### src/ets_pkg.sv
package ets_pkg;

  // offset added in local time mode, eight hours in seconds
  localparam logic [32:0] LOCAL_OFFSET_SEC = 33'd28800;

  // seconds per day is 2^7 * 675, the high part is divided by 675
  localparam logic [9:0]  DAY_HI_DIV    = 10'd675;
  // ceil(2^36 / 675), exact for a 26 bit dividend
  localparam logic [26:0] DAY_HI_RECIP  = 27'd101806633;
  // ceil(2^25 / 365), exact for a 16 bit dividend
  localparam logic [16:0] YEAR_RECIP    = 17'd91930;
  // ceil(2^21 / 225), exact for the 13 bit seconds-of-day / 16
  localparam logic [13:0] HOUR_RECIP    = 14'd9321;
  // ceil(2^19 / 7), exact for a 16 bit dividend
  localparam logic [16:0] WEEK_RECIP    = 17'd74899;
  // ceil(2^14 / 15), exact for the 10 bit seconds-of-hour / 4
  localparam logic [10:0] MIN_RECIP     = 11'd1093;

  localparam logic [16:0] SEC_PER_HOUR  = 17'd3600;
  localparam logic [11:0] SEC_PER_MIN   = 12'd60;
  localparam logic [11:0] EPOCH_YEAR    = 12'd1970;
  // weekday offset: the epoch day is a thursday
  localparam logic [16:0] WEEK_OFFSET   = 17'd3;
  localparam logic [16:0] DAYS_PER_WEEK = 17'd7;
  // year offset of 2100, the only century year in range that is not a leap year
  localparam logic [7:0]  CENTURY_OFF   = 8'd130;
  localparam int          NUM_MONTHS    = 12;

  // first day of year 1970+k, counted in days since the epoch
  function automatic logic [15:0] year_start(input logic [7:0] k);
    logic [8:0]  kp1;
    logic [16:0] base;
    kp1  = {1'b0, k} + 9'd1;
    base = 17'(k) * 17'd365 + 17'(kp1[8:2]) - 17'(k > CENTURY_OFF);
    return base[15:0];
  endfunction

  // first day of month m (0 is january) within its year
  function automatic logic [8:0] month_start(input logic [3:0] m, input logic leap);
    logic [8:0] base;
    case (m)
      4'd0:    base = 9'd0;
      4'd1:    base = 9'd31;
      4'd2:    base = 9'd59;
      4'd3:    base = 9'd90;
      4'd4:    base = 9'd120;
      4'd5:    base = 9'd151;
      4'd6:    base = 9'd181;
      4'd7:    base = 9'd212;
      4'd8:    base = 9'd243;
      4'd9:    base = 9'd273;
      4'd10:   base = 9'd304;
      4'd11:   base = 9'd334;
      default: base = 9'd0;
    endcase
    return base + 9'((leap && (m >= 4'd2)) ? 1 : 0);
  endfunction

endpackage

### src/ets_if.sv
interface ets_item_if;
  logic        valid;
  logic        ready;
  logic [31:0] epoch_seconds;

  modport source (output valid, output epoch_seconds, input ready);
  modport sink   (input valid, input epoch_seconds, output ready);
endinterface

interface ets_result_if;
  logic        valid;
  logic        ready;
  logic [11:0] year;
  logic [3:0]  month;
  logic [4:0]  day_of_month;
  logic [4:0]  hour;
  logic [5:0]  minute;
  logic [5:0]  second;
  logic [2:0]  weekday;

  modport source (output valid, output year, output month, output day_of_month,
                  output hour, output minute, output second, output weekday,
                  input ready);
  modport sink   (input valid, input year, input month, input day_of_month,
                  input hour, input minute, input second, input weekday,
                  output ready);
endinterface

interface ets_cfg_if;
  logic valid;
  logic ready;
  logic add_eight_hours;

  modport source (output valid, output add_eight_hours, input ready);
  modport sink   (input valid, input add_eight_hours, output ready);
endinterface

### src/epoch_seconds_to_calendar_unit.sv
// epoch seconds to calendar date and time
//
// item_i carries a 32 bit count of seconds since 1970-01-01 00:00:00 utc.
// result_o returns year, month, day_of_month, hour, minute, second and
// weekday (1 monday .. 7 sunday) for that item, one result per item, in order.
// cfg_i writes the mode bit: 1 adds eight hours (utc+8), 0 gives plain utc.
// cfg_i is always ready; write it only while no item is in flight.
//
// the datapath is a seven stage pipeline with a valid bit per stage.
// an accepted item passes through stages 0 to 6 and its result is offered from
// the stage 6 output register; one item can be accepted every cycle while
// item_i.ready is high. the widest stage, the 26 x 27 bit reciprocal multiply
// that splits days from seconds of day, bounds the clock period, not the item rate.
// when result_o stalls, the result holds in the output stage and items
// keep moving forward into empty stages; item_i.ready drops only once
// every stage ahead of the input is occupied. nothing is lost or repeated.
//
// reset clears all stage valid bits and sets the mode to plain utc.
module epoch_seconds_to_calendar_unit (
  input  logic         clk_i,
  input  logic         rst_ni,
  ets_cfg_if.sink      cfg_i,
  ets_item_if.sink     item_i,
  ets_result_if.source result_o
);

  localparam int STAGES = 7;

  logic [STAGES-1:0] v_q;
  logic [STAGES-1:0] adv;
  logic              mode_q;

  // a stage may load when it is empty or its item moves on
  always_comb begin
    adv[STAGES-1] = !v_q[STAGES-1] || result_o.ready;
    for (int k = STAGES - 2; k >= 0; k--) begin
      adv[k] = !v_q[k] || adv[k+1];
    end
  end

  assign item_i.ready = adv[0];
  assign cfg_i.ready  = 1'b1;

  always_ff @(posedge clk_i or negedge rst_ni) begin
    if (!rst_ni) begin
      v_q    <= '0;
      mode_q <= 1'b0;
    end else begin
      if (cfg_i.valid) begin
        mode_q <= cfg_i.add_eight_hours;
      end
      if (adv[0]) begin
        v_q[0] <= item_i.valid;
      end
      for (int k = 1; k < STAGES; k++) begin
        if (adv[k]) begin
          v_q[k] <= v_q[k-1];
        end
      end
    end
  end

  // ---------------------------------------------------------------
  // stage 0: apply the time zone offset, 33 bits so nothing wraps
  logic [32:0] t0_d, t0_q;
  assign t0_d = {1'b0, item_i.epoch_seconds} +
                (mode_q ? ets_pkg::LOCAL_OFFSET_SEC : 33'd0);

  // stage 1: days = (t >> 7) / 675 by reciprocal multiply
  logic [52:0] prod1;
  logic [15:0] days1_d, days1_q;
  logic [32:0] t1_q;
  assign prod1   = 53'(t0_q[32:7]) * 53'(ets_pkg::DAY_HI_RECIP);
  assign days1_d = prod1[51:36];

  // stage 2: seconds of day from the remainder
  logic [25:0] dprod2, r2;
  logic [16:0] rem2_d, rem2_q;
  logic [15:0] days2_q;
  assign dprod2 = 26'(days1_q) * 26'(ets_pkg::DAY_HI_DIV);
  assign r2     = t1_q[32:7] - dprod2;
  assign rem2_d = {r2[9:0], t1_q[6:0]};

  // stage 3: year estimate days/365 (true year or one above), hour, week quotient
  logic [32:0] yprod3;
  logic [26:0] hprod3;
  logic [16:0] wsum3;
  logic [33:0] wprod3;
  logic [7:0]  yest3_d, yest3_q;
  logic [4:0]  hour3_d, hour3_q;
  logic [12:0] wq3_d, wq3_q;
  logic [15:0] days3_q;
  logic [16:0] rem3_q;
  assign yprod3  = 33'(days2_q) * 33'(ets_pkg::YEAR_RECIP);
  assign yest3_d = yprod3[32:25];
  assign hprod3  = 27'(rem2_q[16:4]) * 27'(ets_pkg::HOUR_RECIP);
  assign hour3_d = hprod3[25:21];
  assign wsum3   = 17'(days2_q) + ets_pkg::WEEK_OFFSET;
  assign wprod3  = 34'(wsum3) * 34'(ets_pkg::WEEK_RECIP);
  assign wq3_d   = wprod3[31:19];

  // stage 4: correct the year estimate, day of year, seconds of hour, weekday
  logic [15:0] ys_est4, ys_prev4, ys_sel4, dsub4;
  logic [7:0]  yprev4;
  logic        below4;
  logic [16:0] hsub4, wsum4, wsub4;
  logic [7:0]  yoff4_d, yoff4_q;
  logic [8:0]  doy4_d, doy4_q;
  logic [11:0] hrem4_d, hrem4_q;
  logic [2:0]  wday4_d, wday4_q;
  logic [4:0]  hour4_q;
  assign yprev4   = yest3_q - 8'd1;
  assign ys_est4  = ets_pkg::year_start(yest3_q);
  assign ys_prev4 = ets_pkg::year_start(yprev4);
  assign below4   = days3_q < ys_est4;
  assign yoff4_d  = below4 ? yprev4 : yest3_q;
  assign ys_sel4  = below4 ? ys_prev4 : ys_est4;
  assign dsub4    = days3_q - ys_sel4;
  assign doy4_d   = dsub4[8:0];
  assign hsub4    = rem3_q - 17'(hour3_q) * ets_pkg::SEC_PER_HOUR;
  assign hrem4_d  = hsub4[11:0];
  assign wsum4    = 17'(days3_q) + ets_pkg::WEEK_OFFSET;
  assign wsub4    = wsum4 - 17'(wq3_q) * ets_pkg::DAYS_PER_WEEK;
  assign wday4_d  = wsub4[2:0] + 3'd1;

  // stage 5: leap flag, month by parallel compare, minute
  logic        leap5_d, leap5_q;
  logic [3:0]  month5_d, month5_q;
  logic [20:0] mprod5;
  logic [5:0]  min5_d, min5_q;
  logic [7:0]  yoff5_q;
  logic [8:0]  doy5_q;
  logic [11:0] hrem5_q;
  logic [4:0]  hour5_q;
  logic [2:0]  wday5_q;
  assign leap5_d = (yoff4_q[1:0] == 2'd2) && (yoff4_q != ets_pkg::CENTURY_OFF);
  always_comb begin
    month5_d = 4'd0;
    for (int m = 1; m < ets_pkg::NUM_MONTHS; m++) begin
      month5_d = month5_d +
                 4'((doy4_q >= ets_pkg::month_start(4'(m), leap5_d)) ? 1 : 0);
    end
  end
  assign mprod5 = 21'(hrem4_q[11:2]) * 21'(ets_pkg::MIN_RECIP);
  assign min5_d = mprod5[19:14];

  // stage 6: output register, final subtractions
  logic [8:0]  dsub6;
  logic [11:0] ssub6;
  logic [11:0] year6_q;
  logic [3:0]  month6_q;
  logic [4:0]  day6_q;
  logic [4:0]  hour6_q;
  logic [5:0]  min6_q, sec6_q;
  logic [2:0]  wday6_q;
  assign dsub6 = doy5_q - ets_pkg::month_start(month5_q, leap5_q) + 9'd1;
  assign ssub6 = hrem5_q - 12'(min5_q) * ets_pkg::SEC_PER_MIN;

  // payload registers, loaded with their stage
  always_ff @(posedge clk_i) begin
    if (adv[0]) begin
      t0_q <= t0_d;
    end
    if (adv[1]) begin
      t1_q    <= t0_q;
      days1_q <= days1_d;
    end
    if (adv[2]) begin
      days2_q <= days1_q;
      rem2_q  <= rem2_d;
    end
    if (adv[3]) begin
      days3_q <= days2_q;
      rem3_q  <= rem2_q;
      yest3_q <= yest3_d;
      hour3_q <= hour3_d;
      wq3_q   <= wq3_d;
    end
    if (adv[4]) begin
      yoff4_q <= yoff4_d;
      doy4_q  <= doy4_d;
      hrem4_q <= hrem4_d;
      hour4_q <= hour3_q;
      wday4_q <= wday4_d;
    end
    if (adv[5]) begin
      yoff5_q  <= yoff4_q;
      doy5_q   <= doy4_q;
      hrem5_q  <= hrem4_q;
      hour5_q  <= hour4_q;
      wday5_q  <= wday4_q;
      leap5_q  <= leap5_d;
      month5_q <= month5_d;
      min5_q   <= min5_d;
    end
    if (adv[6]) begin
      year6_q  <= ets_pkg::EPOCH_YEAR + 12'(yoff5_q);
      month6_q <= month5_q + 4'd1;
      day6_q   <= dsub6[4:0];
      hour6_q  <= hour5_q;
      min6_q   <= min5_q;
      sec6_q   <= ssub6[5:0];
      wday6_q  <= wday5_q;
    end
  end

  assign result_o.valid        = v_q[STAGES-1];
  assign result_o.year         = year6_q;
  assign result_o.month        = month6_q;
  assign result_o.day_of_month = day6_q;
  assign result_o.hour         = hour6_q;
  assign result_o.minute       = min6_q;
  assign result_o.second       = sec6_q;
  assign result_o.weekday      = wday6_q;

`ifndef NO_ASSERTIONS
  a_accept_enters: assert property (@(posedge clk_i) disable iff (!rst_ni)
    (item_i.valid && item_i.ready) |=> v_q[0])
    else $error("accepted item did not enter the first stage");

  a_stage_holds: assert property (@(posedge clk_i) disable iff (!rst_ni)
    (v_q[3] && !adv[4]) |=> v_q[3])
    else $error("stalled item dropped from the middle stage");

  a_doy_range: assert property (@(posedge clk_i) disable iff (!rst_ni)
    v_q[4] |-> (doy4_q < 9'd366))
    else $error("day of year out of range after year correction");

  a_date_range: assert property (@(posedge clk_i) disable iff (!rst_ni)
    result_o.valid |-> ((result_o.month >= 4'd1) && (result_o.month <= 4'd12) &&
                        (result_o.day_of_month >= 5'd1)))
    else $error("month or day out of range");

  a_time_range: assert property (@(posedge clk_i) disable iff (!rst_ni)
    result_o.valid |-> ((result_o.hour < 5'd24) && (result_o.minute < 6'd60) &&
                        (result_o.second < 6'd60) && (result_o.weekday != 3'd0)))
    else $error("time of day or weekday out of range");
`endif

endmodule

### src/flat_wrapper.sv
// flat-port wrapper written by rule: the top's interface ports become plain ports
module epoch_seconds_to_calendar_unit_flat 
  (clk_i, rst_ni, cfg_i_valid, cfg_i_add_eight_hours, cfg_i_ready, item_i_valid, item_i_epoch_seconds, item_i_ready, result_o_valid, result_o_year, result_o_month, result_o_day_of_month, result_o_hour, result_o_minute, result_o_second, result_o_weekday, result_o_ready);
  ets_cfg_if cfg_i_i ();
  ets_item_if item_i_i ();
  ets_result_if result_o_i ();
  input  logic clk_i;
  input  logic rst_ni;
  input wire logic [$bits(cfg_i_i.valid)-1:0] cfg_i_valid;
  input wire logic [$bits(cfg_i_i.add_eight_hours)-1:0] cfg_i_add_eight_hours;
  output wire logic [$bits(cfg_i_i.ready)-1:0] cfg_i_ready;
  input wire logic [$bits(item_i_i.valid)-1:0] item_i_valid;
  input wire logic [$bits(item_i_i.epoch_seconds)-1:0] item_i_epoch_seconds;
  output wire logic [$bits(item_i_i.ready)-1:0] item_i_ready;
  output wire logic [$bits(result_o_i.valid)-1:0] result_o_valid;
  output wire logic [$bits(result_o_i.year)-1:0] result_o_year;
  output wire logic [$bits(result_o_i.month)-1:0] result_o_month;
  output wire logic [$bits(result_o_i.day_of_month)-1:0] result_o_day_of_month;
  output wire logic [$bits(result_o_i.hour)-1:0] result_o_hour;
  output wire logic [$bits(result_o_i.minute)-1:0] result_o_minute;
  output wire logic [$bits(result_o_i.second)-1:0] result_o_second;
  output wire logic [$bits(result_o_i.weekday)-1:0] result_o_weekday;
  input wire logic [$bits(result_o_i.ready)-1:0] result_o_ready;
  assign cfg_i_i.valid = cfg_i_valid;
  assign cfg_i_i.add_eight_hours = cfg_i_add_eight_hours;
  assign cfg_i_ready = cfg_i_i.ready;
  assign item_i_i.valid = item_i_valid;
  assign item_i_i.epoch_seconds = item_i_epoch_seconds;
  assign item_i_ready = item_i_i.ready;
  assign result_o_valid = result_o_i.valid;
  assign result_o_year = result_o_i.year;
  assign result_o_month = result_o_i.month;
  assign result_o_day_of_month = result_o_i.day_of_month;
  assign result_o_hour = result_o_i.hour;
  assign result_o_minute = result_o_i.minute;
  assign result_o_second = result_o_i.second;
  assign result_o_weekday = result_o_i.weekday;
  assign result_o_i.ready = result_o_ready;
  epoch_seconds_to_calendar_unit u_core (.clk_i(clk_i), .rst_ni(rst_ni), .cfg_i(cfg_i_i), .item_i(item_i_i), .result_o(result_o_i));
endmodule
### config.mk
export PLATFORM = sky130hd
export DESIGN_NAME = epoch_seconds_to_calendar_unit_flat
export DESIGN_NICKNAME = d
export VERILOG_FILES = /design/src/ets_pkg.sv /design/src/ets_if.sv /design/src/epoch_seconds_to_calendar_unit.sv /design/src/flat_wrapper.sv
export SDC_FILE = /design/constraint.sdc
export NUM_CORES = 2
export LEC_CHECK = 0
export BUFFER_PORTS_ARGS = -buffer_cell sky130_fd_sc_hd__clkbuf_2
export CAP_MARGIN = 40
export CORE_ASPECT_RATIO = 1.75
export CORE_UTILIZATION = 50
export DETAILED_ROUTE_END_ITERATION = 10
export PLACE_DENSITY = 0.66
export SLEW_MARGIN = 15
export SYNTH_ARGS = -nofsm -noshare
export SYNTH_HDL_FRONTEND = slang
export SYNTH_SLANG_ARGS = --single-unit
### constraint.sdc
create_clock -name clk_i -period 10.05 [get_ports clk_i]
set_clock_uncertainty 0.15 [all_clocks]
set_input_delay 2.01 -clock clk_i [delete_from_list [all_inputs] [get_ports clk_i]]
set_output_delay 2.01 -clock clk_i [all_outputs]
set_load 0.03 [all_outputs]
==> impl_summary.md <==
GRT
The all-layer global routing usage is 0.220. The via count of the first global-routing pass is around 25,000. The remaining global-route overflow is 0. The initial antenna violation count was 0. Entering global routing, the biggest net connects 42 pins. The first-pass GRT wire length is 124 mm.

Detailed routing
The routed design has 76.2 mm of wire. After detailed routing, the number of remaining DRC violations is 0. The via count is 22,500. The count of nets left with antenna violations once routing finished came out at 0. The iteration-0 DRC count of the detailed router is approximately 660. In the routed layout, each cell is associated on average with a via count of approximately 5.2. Before antenna repair, the detailed router went through 5 iterations. After detailed routing, the average wire length per cell comes to 17.7 um.

Clocking
The tree built by TritonCTS fans out to ~270 sinks. The clock tree root buffer cell is sky130_fd_sc_hd__clkbuf_16. After clock tree synthesis, the clock-pin slew on the worst setup and hold paths is 0.06 ns. The buffer count from post-CTS setup fixing is 0. The clock tree buffer depth is 3. The number of hold buffers added after CTS was 0.

Post-CTS repair changed the size of 0 cells. The number of clock buffers inserted by TritonCTS is 28. In this run the number of H-tree levels came out at 1. The insertion delay of the later-clocked pin in the worst-skew pair is 0.62 ns. The clock tree from TritonCTS is yes.

Logic synthesis
The post-synthesis net count is 4,536. The flip-flop and latch count after synthesis is 272. The post-synthesis area per instance is 11.1 um2. The proportion of synthesized chip area in sequential cells is 0.225. Among all flip-flop cells after synthesis, the most frequent one is sky130_fd_sc_hd__edfxtp_1. Synthesis produced a netlist whose cell count is 3,248. The fraction of registers with async set or reset after synthesis is 0.0294. Summing every instance area after synthesis gives 0.0359 mm2. Counting flops with a built-in enable in the synthesized netlist gives 259. The yosys synthesis warning count is 0. The number of distinct library cells after synthesis is 83.

Setup path
The maximum fanout along the worst path is 13. The required time at the endpoint of the critical path is between 10 and 15 ns. The library cell contributing the largest single delay on the critical path is sky130_fd_sc_hd__nor4_1. The element type at the critical path start is a flop. The most frequent cell on the critical path is sky130_fd_sc_hd__inv_1. STA puts the critical path data arrival time at 8.98 ns.

By startpoint and endpoint, the worst setup path is classified as flop to flop. STA classifies the critical path endpoint as a flop. For this run, the slowest stage of the critical path takes 0.60 ns.

Finish
From synthesis to final layout, the design area changed by 7.18%. The footprint of the flip-flops and latches is a little over 0.008 mm2. The net count reported at finish is 4,645. Counting the fill cells in the layout gives 6,244. The library cell used most frequently in the layout, excluding fill and tap cells, is sky130_fd_sc_hd__ha_1. Summing all multi-input logic gate instances after layout gives approximately 0.025 mm2. The fraction of layout instances using a drive strength above 1 is 0.0500.

At the end of the flow the core is filled with cells to 0.543. Once layout is done, the placed cells without fillers occupy 0.0385 mm2. 0 antenna diodes ended up in the layout. In the layout the commonest cells are sky130_fd_sc_hd__ha_1 (816), sky130_fd_sc_hd__inv_1 (791), sky130_fd_sc_hd__fa_1 (434).

Timing
Subtracting the final worst setup slack from the clock period gives about 9 ns. Derived from the worst setup path, the maximum achievable clock frequency is about 110 MHz. Setup violations remaining at the end of the flow were counted as 0. The part of the cycle the worst path needs is 0.876. The number of max-slew violations in the final report was 0. The worst-case hold slack is 0.241 ns. Setup repair after global routing left no endpoint under its margin. The number of failing hold endpoints at the final stage is 0. Setup total negative slack on the finished layout was measured at 0 ns.

Headroom to the max-slew limit came out at 0.437. At the pin with the least slew margin, the transition time is 0.844 ns.

Status
The run finished with clean final reports.

Placement
Detailed placement ended at an HPWL of between 60 and 70 mm. Port buffering added 80 buffers. Once placement finished, the instance area stood at 0.0376 mm2. The global placement routability congestion is 0.906.

Floorplan
The area of the core region is 0.0709 mm2. The number of primary I/O pins is between 80 and 90. The number of rows in the core area is 129. Measured along the x axis, the die boundary spans 205 um. The floorplan step defined a die boundary enclosing 0.0730 mm2. The effective utilization at floorplan is 0.507. The chip height is 357 um.

Min path
The min-delay analysis places its worst path in the category flop to flop.

Job
The count of max-cap constraint violations is 0.
-- critical path: cells and delay by family, from the launching register on --
family	cells	cell delay, ns
compound gates	10	2.19
xor+xnor	3	0.38
fa+ha+maj	9	3.72
buf+inv	6	0.49
flops	1	0.55
simple gates	6	1.05
-- metrics by stage --
step           cells  setup slack (ns)
3_3_place_gp    4237              1.31
5_1_grt         4296             0.529
4_1_cts         4294              1.24
2_1_floorplan   3248              2.10
3_5_place_dp    4242              1.25
6_report        4296              1.25
-- state kept, by name (all words and copies together) (netlist names), 9 cells and up, named ones only --
register and cells:
u_core.doy4_q 9, u_core.rem2_q 17, u_core.rem3_q 12, u_core.t0_q 33
u_core.t1_q 17, u_core.days1_q 16, u_core.hrem4_q 12, u_core.days3_q 16
u_core.days2_q 16, u_core.result_o.year 12
-- cells in the mapped netlist, drive strengths merged (3+ instances only) --
master	n	area, um2
dfrtp	8	200
buf	4	25.0
a41oi	5	51.3
and2	9	56.3
o21bai	10	75.1
nand2b	20	133
and4	3	26.3
clkbuf	9	33.8
o21a	14	105
o211ai	12	95.1
o2111ai	3	26.3
mux2i	7	73.8
nor2b	19	119
nand4	20	125
nand3	38	190
inv	792	2970
ha	816	10200
nor4	4	25.0
a211oi	4	35.0
fa	434	8690
or2	6	37.5
a221oi	4	41.3
nand2	111	419
clkinv	3	11.3
xor2	55	482
o21ai	76	388
dfxtp	5	100
a31oi	16	115
and3	16	100
a21boi	10	75.1
nand3b	3	22.5
o31a	5	43.8
xnor2	148	1300
mux2	5	56.3
o31ai	6	45.0
a21o	38	287
a21oi	101	528
nor3	27	146
a31o	4	35.0
a211o	6	52.6
a2111oi	3	26.3
a22o	3	26.3
or3	5	36.3
edfxtp	259	7780
nor2	81	307
-- layer usage --
| layer | track usage | routed length, um |
|---|---|---|
| met1 | 0.198 | 24700 |
| met2 | 0.461 | 45100 |
| met5 | 0 | 0 |
| met3 | 0.0139 | 1430 |
| met4 | 0.129 | 5020 |
-- layout make-up --
class | instances | area share
multi-input cells | 2168 | 0.644
flip-flops and latches | 272 | 0.210
inverters | 795 | 0.0775
well taps | 917 | 0.0298
clock buffers | 41 | 0.0197
repair buffers | 92 | 0.0149
clock inverters | 11 | 0.00380
-- kinds of logic (layout without fill, tap and decap cells) --
kind of cell,after synthesis,after routing,synth area share
AND/OR/NAND/NOR,368,368,0.0500
other,1,1,0.000104
flip-flops,272,272,0.225
AO/OA/AOI/OAI,334,334,0.0613
adder cells (fa/ha/maj),1250,1250,0.526
multiplexers,12,12,0.00362
XOR/XNOR,203,203,0.0495
buffers and inverters,808,939,0.0847
-- path summary, 6_finish.rpt --
path	start	to	slack, ns	depth (start not counted)
setup / recovery	u_core.yest3_q[0]	u_core.doy4_q[8]	1.25	34
hold / removal	u_core.wday5_q[0]	u_core.result_o.weekday[0]	0.24	0
setup reg to reg	u_core.yest3_q[0]	u_core.doy4_q[8]	1.25	34
hold reg to reg	u_core.wday5_q[0]	u_core.result_o.weekday[0]	0.24	0
max in group asynchronous	rst_ni	u_core.v_q[4]	8.35	1
min in group asynchronous	rst_ni	u_core.mode_q	1.14	1
Power is left out: the tool's default activity adds up to more than one toggle a clock period on the data nets, which glitch-free logic cannot reach.
